$ cat config.mk
export PLATFORM = sky130hd
export DESIGN_NAME = linear_diophantine_solver_flat
export DESIGN_NICKNAME = d
export VERILOG_FILES = /design/src/design/ldsol_pkg.sv /design/src/design/ldsol_chan_if.sv /design/src/design/ldsol_div.sv /design/src/design/ldsol_mul.sv /design/src/design/linear_diophantine_solver.sv /design/src/flat_wrapper.sv
export SDC_FILE = /design/constraint.sdc
export NUM_CORES = 1
export LEC_CHECK = 0
export BUFFER_PORTS_ARGS = -buffer_cell sky130_fd_sc_hd__buf_2
export CAP_MARGIN = 25
export CORE_UTILIZATION = 55
export DETAILED_ROUTE_END_ITERATION = 10
export GPL_ROUTABILITY_DRIVEN = 1
export PLACE_DENSITY = 0.7
export SKIP_LAST_GASP = 1
export SLEW_MARGIN = 25
export SYNTH_ARGS = -nofsm -noshare
export SYNTH_HDL_FRONTEND = slang
export SYNTH_SLANG_ARGS = --single-unit
$ cat constraint.sdc
create_clock -name clk -period 8.68 [get_ports clk]
set_input_delay 0.868 -clock clk [delete_from_list [all_inputs] [get_ports clk]]
set_output_delay 0.868 -clock clk [all_outputs]
set_load 0.005 [all_outputs]
$ cat src/design/ldsol_pkg.sv
`timescale 1ns / 1ps

package ldsol_pkg;

  localparam int COEF_FIELD_W = 16;
  localparam int RHS_W        = 16;
  localparam int SOL_W        = 32;
  localparam int STATUS_W     = 2;
  localparam int COEF_WIDTH_DEF = 16;

  localparam logic [STATUS_W-1:0] ST_SOLVED = 2'd0;
  localparam logic [STATUS_W-1:0] ST_NO_SOL = 2'd1;
  localparam logic [STATUS_W-1:0] ST_ZERO   = 2'd2;

  typedef struct packed {
    logic [COEF_FIELD_W-1:0] coef_a;
    logic [COEF_FIELD_W-1:0] coef_b;
    logic signed [RHS_W-1:0] rhs;
  } ldsol_in_t;

  typedef struct packed {
    logic [STATUS_W-1:0]     status;
    logic [COEF_FIELD_W-1:0] divisor;
    logic signed [SOL_W-1:0] sol_x;
    logic signed [SOL_W-1:0] sol_y;
    logic [COEF_FIELD_W-1:0] step_x;
    logic [COEF_FIELD_W-1:0] step_y;
  } ldsol_out_t;

  typedef struct packed {
    logic busy;
    logic done;
  } ldsol_div_stat_t;

endpackage

$ cat src/design/ldsol_chan_if.sv
`timescale 1ns / 1ps

interface ldsol_chan_if #(parameter type payload_t = logic);
  logic     valid;
  logic     ready;
  payload_t data;

  modport source (output valid, output data, input ready);
  modport sink   (input valid, input data, output ready);
endinterface

$ cat src/design/ldsol_div.sv
`timescale 1ns / 1ps

// Restoring divider, one quotient bit per cycle. Divisor must be nonzero.
module ldsol_div import ldsol_pkg::*; #(
  parameter int DIV_W = COEF_FIELD_W
) (
  input  logic             clk,
  input  logic             rst,
  input  logic             start,
  input  logic [DIV_W-1:0] dividend,
  input  logic [DIV_W-1:0] divisor,
  output ldsol_div_stat_t  stat,
  output logic [DIV_W-1:0] quotient,
  output logic [DIV_W-1:0] remainder
);

  localparam int CNT_W = $clog2(DIV_W + 1);

  logic [DIV_W-1:0] dvs;
  logic [DIV_W-1:0] quo;
  logic [DIV_W-1:0] rem;
  logic [CNT_W-1:0] cnt;
  logic             busy;
  logic             done;

  logic [DIV_W:0] rem_sh;
  logic [DIV_W:0] rem_diff;
  logic           ge;

  assign rem_sh   = {rem, quo[DIV_W-1]};
  assign rem_diff = rem_sh - {1'b0, dvs};
  assign ge       = (rem_sh >= {1'b0, dvs});

  always_ff @(posedge clk) begin
    if (rst) begin
      busy <= 1'b0;
      done <= 1'b0;
      cnt  <= '0;
    end else begin
      done <= 1'b0;
      if (start) begin
        busy <= 1'b1;
        cnt  <= CNT_W'(DIV_W);
      end else if (busy) begin
        cnt <= cnt - CNT_W'(1);
        if (cnt == CNT_W'(1)) begin
          busy <= 1'b0;
          done <= 1'b1;
        end
      end
    end
  end

  always_ff @(posedge clk) begin
    if (start) begin
      dvs <= divisor;
      quo <= dividend;
      rem <= '0;
    end else if (busy) begin
      rem <= ge ? rem_diff[DIV_W-1:0] : rem_sh[DIV_W-1:0];
      quo <= {quo[DIV_W-2:0], ge};
    end
  end

  assign stat.busy = busy;
  assign stat.done = done;
  assign quotient  = quo;
  assign remainder = rem;

endmodule

$ cat src/design/ldsol_mul.sv
`timescale 1ns / 1ps

// Signed multiplier with the product registered.
module ldsol_mul import ldsol_pkg::*; #(
  parameter int A_W = COEF_WIDTH_DEF + 1,
  parameter int B_W = RHS_W + 1
) (
  input  logic                       clk,
  input  logic signed [A_W-1:0]      op_a,
  input  logic signed [B_W-1:0]      op_b,
  output logic signed [A_W+B_W-1:0]  prod
);

  always_ff @(posedge clk) begin
    prod <= op_a * op_b;
  end

endmodule

$ cat src/design/linear_diophantine_solver.sv
`timescale 1ns / 1ps

// Channel  Dir  Payload                                        Transfer
// eqn      in   coef_a, coef_b, rhs                            valid & ready
// result   out  status, divisor, sol_x, sol_y, step_x, step_y  valid & ready
//
// One equation at a time. Both coefficients zero go straight to the result. Otherwise
// each Euclid step runs the bit-serial divider and two multiply-subtract steps; then
// rhs magnitude is divided by the gcd and, if exact, two products give the solution.
// Reset is synchronous and clears the sequencer, divider and result valid.
// eqn is accepted whenever the sequencer is idle, even while a result waits;
// a stalled result holds the finished item until it is taken.
module linear_diophantine_solver import ldsol_pkg::*; #(
  parameter int COEF_WIDTH = COEF_WIDTH_DEF
) (
  input  logic         clk,
  input  logic         rst,
  ldsol_chan_if.sink   eqn,
  ldsol_chan_if.source result
);

  localparam int COEF_W = (COEF_WIDTH < COEF_FIELD_W) ? COEF_WIDTH : COEF_FIELD_W;
  localparam int DIV_W  = (COEF_W > RHS_W) ? COEF_W : RHS_W;
  localparam int A_W    = COEF_W + 1;
  localparam int B_W    = RHS_W + 1;
  localparam int PW     = A_W + B_W;

  localparam logic [3:0] S_IDLE = 4'd0;
  localparam logic [3:0] S_EUC  = 4'd1;
  localparam logic [3:0] S_EDIV = 4'd2;
  localparam logic [3:0] S_MV   = 4'd3;
  localparam logic [3:0] S_MW   = 4'd4;
  localparam logic [3:0] S_CDIV = 4'd5;
  localparam logic [3:0] S_XM   = 4'd6;
  localparam logic [3:0] S_YM   = 4'd7;
  localparam logic [3:0] S_YW   = 4'd8;
  localparam logic [3:0] S_FIN  = 4'd9;

  logic [3:0] state;

  logic [COEF_W-1:0]       p;
  logic [COEF_W-1:0]       q;
  logic [COEF_W-1:0]       k;
  logic signed [A_W-1:0]   u;
  logic signed [A_W-1:0]   up;
  logic signed [A_W-1:0]   v;
  logic signed [A_W-1:0]   vp;
  logic signed [RHS_W-1:0] c;
  logic signed [B_W-1:0]   cq;
  logic [COEF_W-1:0]       d;
  logic [STATUS_W-1:0]     status;
  logic signed [SOL_W-1:0] sol_x;
  logic signed [SOL_W-1:0] sol_y;
  logic [COEF_FIELD_W-1:0] step_x;
  logic [COEF_FIELD_W-1:0] step_y;

  logic       out_valid;
  ldsol_out_t out_data;

  // divider
  logic            div_start;
  logic [DIV_W-1:0] div_dividend;
  logic [DIV_W-1:0] div_divisor;
  ldsol_div_stat_t div_stat;
  logic [DIV_W-1:0] div_quo;
  logic [DIV_W-1:0] div_rem;

  // multiplier
  logic signed [A_W-1:0] mul_a;
  logic signed [B_W-1:0] mul_b;
  logic signed [PW-1:0]  prod;

  logic [RHS_W-1:0]        c_mag;
  logic signed [PW-1:0]    up_ext;
  logic signed [PW-1:0]    vp_ext;
  logic signed [PW-1:0]    u_diff;
  logic signed [PW-1:0]    v_diff;
  logic signed [A_W-1:0]   u_neg;
  logic signed [A_W-1:0]   v_neg;
  logic [COEF_W-1:0]       u_abs;
  logic [COEF_W-1:0]       v_abs;
  logic [COEF_W-1:0]       a_in;
  logic [COEF_W-1:0]       b_in;
  logic signed [B_W-1:0]   cq_pos;
  logic                    in_xfer;
  logic                    out_load;

  assign a_in    = eqn.data.coef_a[COEF_W-1:0];
  assign b_in    = eqn.data.coef_b[COEF_W-1:0];
  assign in_xfer = eqn.valid && eqn.ready;
  assign out_load = (state == S_FIN) && (!out_valid || result.ready);

  assign c_mag  = c[RHS_W-1] ? RHS_W'(-c) : RHS_W'(c);
  assign up_ext = PW'(up);
  assign vp_ext = PW'(vp);
  assign u_diff = up_ext - prod;
  assign v_diff = vp_ext - prod;
  assign u_neg  = -u;
  assign v_neg  = -v;
  assign u_abs  = u[A_W-1] ? u_neg[COEF_W-1:0] : u[COEF_W-1:0];
  assign v_abs  = v[A_W-1] ? v_neg[COEF_W-1:0] : v[COEF_W-1:0];
  assign cq_pos = $signed({1'b0, div_quo[RHS_W-1:0]});

  // divider launch: Euclid step p/q, or rhs magnitude over the gcd once q hits zero
  assign div_start = (state == S_EUC);
  always_comb begin
    if (q == '0) begin
      div_dividend = DIV_W'(c_mag);
      div_divisor  = DIV_W'(p);
    end else begin
      div_dividend = DIV_W'(p);
      div_divisor  = DIV_W'(q);
    end
  end

  always_comb begin
    unique case (state)
      S_EDIV: begin
        mul_a = $signed({1'b0, div_quo[COEF_W-1:0]});
        mul_b = B_W'(u);
      end
      S_MV: begin
        mul_a = $signed({1'b0, k});
        mul_b = B_W'(v);
      end
      S_XM: begin
        mul_a = up;
        mul_b = cq;
      end
      default: begin
        mul_a = vp;
        mul_b = cq;
      end
    endcase
  end

  ldsol_div #(.DIV_W(DIV_W)) u_div (
    .clk       (clk),
    .rst       (rst),
    .start     (div_start),
    .dividend  (div_dividend),
    .divisor   (div_divisor),
    .stat      (div_stat),
    .quotient  (div_quo),
    .remainder (div_rem)
  );

  ldsol_mul #(.A_W(A_W), .B_W(B_W)) u_mul (
    .clk  (clk),
    .op_a (mul_a),
    .op_b (mul_b),
    .prod (prod)
  );

  always_ff @(posedge clk) begin
    if (rst) begin
      state <= S_IDLE;
    end else begin
      unique case (state)
        S_IDLE: begin
          if (in_xfer) begin
            state <= ((a_in == '0) && (b_in == '0)) ? S_FIN : S_EUC;
          end
        end
        S_EUC:  state <= (q == '0) ? S_CDIV : S_EDIV;
        S_EDIV: if (div_stat.done) state <= S_MV;
        S_MV:   state <= S_MW;
        S_MW:   state <= S_EUC;
        S_CDIV: begin
          if (div_stat.done) begin
            state <= (div_rem != '0) ? S_FIN : S_XM;
          end
        end
        S_XM:   state <= S_YM;
        S_YM:   state <= S_YW;
        S_YW:   state <= S_FIN;
        S_FIN:  if (out_load) state <= S_IDLE;
        default: state <= S_IDLE;
      endcase
    end
  end

  // working registers
  always_ff @(posedge clk) begin
    case (state)
      S_IDLE: begin
        if (in_xfer) begin
          p      <= a_in;
          q      <= b_in;
          c      <= eqn.data.rhs;
          up     <= A_W'(1);
          u      <= '0;
          vp     <= '0;
          v      <= A_W'(1);
          status <= ST_ZERO;
          d      <= '0;
          sol_x  <= '0;
          sol_y  <= '0;
          step_x <= '0;
          step_y <= '0;
        end
      end
      S_EUC: begin
        if (q == '0) d <= p;
      end
      S_EDIV: begin
        if (div_stat.done) begin
          k <= div_quo[COEF_W-1:0];
          p <= q;
          q <= div_rem[COEF_W-1:0];
        end
      end
      S_MV: begin
        u  <= u_diff[A_W-1:0];
        up <= u;
      end
      S_MW: begin
        v  <= v_diff[A_W-1:0];
        vp <= v;
      end
      S_CDIV: begin
        if (div_stat.done) begin
          if (div_rem != '0) begin
            status <= ST_NO_SOL;
          end else begin
            cq     <= c[RHS_W-1] ? -cq_pos : cq_pos;
            // final coefficients are the reduced coefficients up to sign
            step_x <= COEF_FIELD_W'(u_abs);
            step_y <= COEF_FIELD_W'(v_abs);
          end
        end
      end
      S_YM: sol_x <= SOL_W'(prod);
      S_YW: begin
        sol_y  <= SOL_W'(prod);
        status <= ST_SOLVED;
      end
      default: ;
    endcase
  end

  always_ff @(posedge clk) begin
    if (rst) begin
      out_valid <= 1'b0;
    end else if (out_load) begin
      out_valid <= 1'b1;
    end else if (result.ready) begin
      out_valid <= 1'b0;
    end
  end

  always_ff @(posedge clk) begin
    if (out_load) begin
      out_data.status  <= status;
      out_data.divisor <= COEF_FIELD_W'(d);
      out_data.sol_x   <= sol_x;
      out_data.sol_y   <= sol_y;
      out_data.step_x  <= step_x;
      out_data.step_y  <= step_y;
    end
  end

  assign eqn.ready    = (state == S_IDLE);
  assign result.valid = out_valid;
  assign result.data  = out_data;

  a_div_start_idle: assert property (@(posedge clk) disable iff (rst)
    div_start |-> !div_stat.busy)
    else $error("divider restarted while busy");

  a_accept_leaves_idle: assert property (@(posedge clk) disable iff (rst)
    in_xfer |=> (state != S_IDLE))
    else $error("sequencer stayed idle after an accepted item");

  a_done_expected: assert property (@(posedge clk) disable iff (rst)
    div_stat.done |-> (state == S_EDIV || state == S_CDIV))
    else $error("divider finished outside a wait state");

  a_solved_gcd: assert property (@(posedge clk) disable iff (rst)
    (result.valid && result.data.status == ST_SOLVED) |-> (result.data.divisor != '0))
    else $error("solved result with zero gcd");

endmodule

$ cat src/flat_wrapper.sv
// flat-port wrapper written by rule: the top's interface ports become plain ports
module linear_diophantine_solver_flat import ldsol_pkg::*;
#(
  parameter int COEF_WIDTH = COEF_WIDTH_DEF
)
  (clk, rst, eqn_valid, eqn_data, eqn_ready, result_valid, result_data, result_ready);
  ldsol_chan_if #(.payload_t(ldsol_in_t)) eqn_i ();
  ldsol_chan_if #(.payload_t(ldsol_out_t)) result_i ();
  input  logic clk;
  input  logic rst;
  input wire logic [$bits(eqn_i.valid)-1:0] eqn_valid;
  input wire logic [$bits(eqn_i.data)-1:0] eqn_data;
  output wire logic [$bits(eqn_i.ready)-1:0] eqn_ready;
  output wire logic [$bits(result_i.valid)-1:0] result_valid;
  output wire logic [$bits(result_i.data)-1:0] result_data;
  input wire logic [$bits(result_i.ready)-1:0] result_ready;
  assign eqn_i.valid = eqn_valid;
  assign eqn_i.data = eqn_data;
  assign eqn_ready = eqn_i.ready;
  assign result_valid = result_i.valid;
  assign result_data = result_i.data;
  assign result_i.ready = result_ready;
  linear_diophantine_solver #(.COEF_WIDTH(COEF_WIDTH)) u_core (.clk(clk), .rst(rst), .eqn(eqn_i), .result(result_i));
endmodule
==> metrics.yaml, run 1 <==
logic_synthesis:
  ys_ff_latch: 469
  synth-edff-count: 409
  netlist_instances: 2773
  synthesis.area_sq_um: 30900
  ys_seq_area_frac: 0.436
  syn-num-nets: 3246
  synthDistinctLibCells: 78
  postSynthAreaPerCell_sq_um: 11.1
  ys.warnings.count: 0
  synth_top_flop_cell: "edfxtp_1"
  async_flop_share: 0
floorplanning:
  die-area_sq_um: 57100
  num_rows: 86
  io-pin-count: 168
  fp.dieW_um: 239
  die_h_um: 239
  coreArea_sq_um: 55300
  start_util: 0.559
drt:
  via_per_inst: 5.68
  drcViolationCount: 0
  vias: 21200
  drt_iter0_drc: 1641
  wl_per_cell_um: 21.2
  routed_wl_um: 79100
  ant_nets: 0
  firstDrtPassIters: 6
clock_tree:
  cts_buffers: 51
  postCtsSetupBuffers: 0
  clock-sinks: 469
  clockBufferDepth: 3
  path_clk_slew_ns: 0.06
  cts-resized-gates: 0
  ctsRootBufferMaster: "clkbuf_16"
  htreeDepth: 2
  clk_latency_ns: 0.62
  cts_tree: "done"
  cts_hold_buf: 0
sta:
  fmax_ghz: 0.123
  setup_viol: 0
  final.period_utilization: 0.939
  worst-slew-pin-transition_ns: 1.08
  rsz0062_at_grt: "false"
  layout_min_cycle_time_ns: 8.15
  report.final.slew_viol_count: 0
  maxSlewHeadroom: 0.281
  hold_viol_final: 0
  skew_ns: 0.0380
  setup_tns_ns: 0
setup_path:
  cp_slowest_cell: "nor2_1"
  required_ns: 9.15
  worstSetupEndpoint: "u_core.u_mul.prod[31]"
  crit_fanout: 12
  r2r-end: "u_core.u_mul.prod[31]"
  crit_start: "u_core.state[1]"
  start_kind: "flip-flop"
  crit_path_end_kind: "flip-flop"
  regToRegStartpoint: "u_core.state[1]"
  arrival_ns: 8.62
  max_stage_delay_ns: 0.73
  r2r_slack_ns: 0.53
  critPathKind: "reg2reg"
  r2r_cells: 27
worst_hold_path:
  hold_path_class: "reg2reg"
  min_from: "u_core.d[5]"
  hold_path_depth: 0
global_routing:
  grt_pass1_vias: 21300
  track_usage: 0.288
  grt_pass1_wl_um: 123000
  grt.overflow.total: 0
  grt_start_max_net_pins: 64
  grt_antenna_before_repair: 0
placement:
  io_buffers: 167
  hpwlAfterDp_um: 60600
  gp_congestion: 0.971
finish:
  drive_gt1_frac: 0.123
  area_growth_pct: 11.0
  fin_nets: 3405
  multiInputGateArea_sq_um: 15600
  seqCellArea_sq_um: 13500
  num_antenna_cells: 0
  nFillCells: 4543
flow_run:
  cap_violations: 0
status:
  status: "complete, no violations"
## worst max-delay path, delay by kind of cell, from the launching register on
family	cells	cell delay (ns)
AOI/OAI and AO/OA	6	1.40
xor gates and xnor gates	1	0.13
adders and majority gates	7	3.36
buffers and inverters	7	0.54
DFF	1	0.54
and+or+nand+nor	6	2.03
## flip-flops by register name, indices dropped and copies added (netlist names), 17 cells and up
name,count
u_core.up,17
u_core.v,17
u_core.vp,17
u_core.result.data,114
u_core.u,17
u_core.cq,17
u_core.sol_x,32
u_core.sol_y,32
u_core.u_mul.prod,32
## synth_stat cells (18+ instances only)
library cell	n	share of area
and2_1	54	0.011
mux2_2	34	0.012
fa_1	285	0.18
nor2b_1	18	0.0036
o21ai_0	77	0.012
a21o_1	53	0.013
xnor2_1	61	0.017
nor4_1	19	0.0038
nand3_1	38	0.0062
and3_1	57	0.012
nand2_1	235	0.029
nor2_1	329	0.040
xor2_1	69	0.020
nor3_1	44	0.0071
clkbuf_1	54	0.0066
a21oi_1	80	0.013
dfxtp_1	60	0.039
edfxtp_1	409	0.40
inv_1	368	0.045
nand2b_1	24	0.0049
ha_1	136	0.055
buf_2	32	0.0052
mux2i_1	30	0.0097
## worst min path at each step
| stage | to | slack, ns |
|---|---|---|
| 2_1_floorplan | u_core.result.data[0] | 0.40 |
| 3_3_place_gp | u_core.result.data[96] | 0.40 |
| 3_5_place_dp | u_core.result.data[26] | 0.40 |
| 4_1_cts | u_core.c[7] | 0.40 |
| 5_1_grt | u_core.c[7] | 0.41 |
| 6_report | u_core.result.data[101] | 0.42 |
## per-stage QoR
| stage | util | hold WS (ns) | cell area [sq um] | worst slack [ns] | cells |
|---|---|---|---|---|---|
| 2_1_floorplan | - | 0.400 | 30900 | 2.00 | 2773 |
| 6_report | 0.620 | 0.416 | 34300 | 0.527 | 3723 |
| 4_1_cts | 0.620 | 0.401 | 34300 | 0.716 | 3722 |
| 3_5_place_dp | 0.588 | 0.405 | 32500 | 0.788 | 3626 |
| 3_3_place_gp | 0.588 | 0.401 | 32500 | 0.878 | 3626 |
| 5_1_grt | 0.620 | 0.407 | 34300 | 0.118 | 3723 |
## placed cells by master, fill, tap and decap left out, types with 57 or more instances in the layout
master / n
buf_2: 167
edfxtp_1: 409
nand2_1: 234
dfxtp_1: 59
fa_1: 285
xnor2_1: 61
a21oi_1: 80
inv_1: 368
and3_1: 57
xor2_1: 69
nor2_1: 328
o21ai_0: 76
ha_1: 136
## per-layer routing
metal | vias to the layer above | track usage | part of all wire
met5 | - | 0 | 0
met4 | 0 | 0.114 | 0.039
met3 | 150 | 0.0344 | 0.067
met2 | 772 | 0.469 | 0.48
met1 | 10600 | 0.395 | 0.41
li1 | 9634 | - | -
## final cells by class
class,count,area share
Multi-Input combinational cell,1839,0.456
Clock inverter,26,0.00937
Sequential cell,469,0.393
Clock buffer,70,0.0420
Timing Repair Buffer,200,0.0318
Inverter,371,0.0406
Tap cell,748,0.0273
## cell families (layout without fill, tap and decap cells)
family	count (synthesis)	in the layout	synth area share
compound gates	345	345	0.0752
mux	64	64	0.0221
buf+inv	465	667	0.0585
simple gates	879	879	0.131
xor+xnor	130	130	0.0368
fa+ha+maj	421	421	0.240
flops	469	469	0.436
Power of run 1 is left out: the tool's default activity adds up to more than one toggle a clock period on the data nets, which glitch-free logic cannot reach.
==> run 2, diff against run 1 <==
- REMOVE_ABC_BUFFERS: unset -> 1
==> run 2 against run 1 <==
Clock skew down 0.0062 ns. Die area unchanged. Non-clock buffer count up 4. Critical path depth unchanged. Critical path type unchanged. Worst setup slack better by 0.057 ns. Highest routed layer is now met5. Global-route usage down 0.18 points. Register-to-register slack better by 0.06 ns. Hold slack worse by 0.011 ns. Design area up 0.32%. Utilization up 0.20 points.
==> metrics.yaml, run 2 (synthesis results as in run 1) <==
setup_path:
  required_ns: 9.15
  crit_path_end_kind: "flip-flop"
  cp_common_cell: "fa_1"
  cp_slowest_cell: "nor2_1"
  critPathKind: "reg2reg"
  crit_fanout: 12
  arrival_ns: 8.57
  max_stage_delay_ns: 0.71
  start_kind: "flip-flop"
finish:
  num_antenna_cells: 0
  layout_common_cells: "edfxtp_1 (409), inv_1 (368), nor2_1 (328)"
  final_area_sq_um: 34400
  drive_gt1_frac: 0.125
  mostFrequentLayoutCell: "edfxtp_1"
  largest_register_ffs: 114
  fin_nets: 3409
  area_growth_pct: 11.4
placement:
  placed_cell_area_sq_um: 32500
  dp_slack_ns: 0.784
  hpwlAfterDp_um: 60200
  gp_congestion: 0.977
  io_buffers: 167
floorplanning:
  start_util: 0.559
  num_rows: 86
  die-area_sq_um: 57100
  coreArea_sq_um: 55300
  die_h_um: 239
  fp.dieW_um: 239
  io-pin-count: 168
sta:
  skew_ns: 0.0318
  final.period_utilization: 0.933
  maxSlewHeadroom: 0.318
  setup_viol: 0
  worst-slew-pin-transition_ns: 1.02
  fmax_ghz: 0.124
  hold_viol_final: 0
  setup_tns_ns: 0
  setup_ws_ns: 0.584
  report.final.slew_viol_count: 0
  rsz0062_at_grt: "false"
  layout_min_cycle_time_ns: 8.10
global_routing:
  grt_pass1_wl_um: 123000
  grt_start_max_net_pins: 68
  track_usage: 0.286
  grt_antenna_before_repair: 1
  grt.overflow.total: 0
  grt_pass1_vias: 21400
worst_hold_path:
  hold_path_class: "reg2reg"
clock_tree:
  cts_hold_buf: 0
  cts_tree: "done"
  clockBufferDepth: 3
  path_clk_slew_ns: 0.06
  ctsRootBufferMaster: "clkbuf_16"
  htreeDepth: 2
  postCtsSetupBuffers: 0
  clock-sinks: 469
  cts-resized-gates: 0
  cts_buffers: 51
  clk_latency_ns: 0.62
drt:
  drt_iter0_drc: 1615
  firstDrtPassIters: 6
  wl_per_cell_um: 21.1
  drcViolationCount: 0
  vias: 21000
  via_per_inst: 5.64
  ant_nets: 0
  routed_wl_um: 78700
flow_run:
  cap_violations: 0
status:
  status: "complete, no violations"
==> run 2: cell count changes in the layout (fill, tap and decap cells not counted), sizes merged <==
cell	previous run	this run
clkinv	15	9
buf	200	204
bufinv	5	9
clkinvlp	2	6
inv	375	371
clkbuf	70	72
==> run 2: final timing paths <==
check	startpoint	endpoint	slack [ns]	cells past startpoint
max	u_core.state[1]	u_core.u_mul.prod[31]	0.58	27
min	u_core.d[11]	u_core.result.data[107]	0.40	0
max reg2reg	u_core.state[1]	u_core.u_mul.prod[31]	0.58	27
min reg2reg	u_core.d[11]	u_core.result.data[107]	0.40	0
==> run 2: layout make-up <==
cell class,count,area (sq um)
Clock buffer,72,1440
Fill cell,4504,20900
Tap cell,748,936
Inverter,371,1390
Timing Repair Buffer,204,1120
Clock inverter,24,405
Sequential cell,469,13500
Multi-Input combinational cell,1839,15700
==> run 2: critical path, delay by kind of cell, from the launching register on <==
family | cells | cell delay [ns]
compound gates | 8 | 1.80
xor+xnor | 1 | 0.08
fa+ha+maj | 7 | 3.36
buf+inv | 6 | 0.46
flops | 1 | 0.55
simple gates | 5 | 1.70
==> run 2: layer usage <==
metal / part of all wire / global-route usage / vias to the layer above
met5: 0.00017 / 0 / -
met4: 0.042 / 0.116 / 2
met3: 0.062 / 0.0442 / 179
met2: 0.49 / 0.482 / 718
met1: 0.41 / 0.370 / 10500
li1: - / - / 9619
==> run 2: stage by stage <==
stage / instances / util / hold WS, ns
after floorplan: 2679 / - / 0.400
after detailed placement: 3629 / 0.588 / 0.405
after CTS: 3725 / 0.622 / 0.406
after global placement: 3628 / 0.588 / 0.401
final: 3727 / 0.622 / 0.405
after global routing: 3727 / 0.622 / 0.419
Power of run 2 is left out for the same reason.
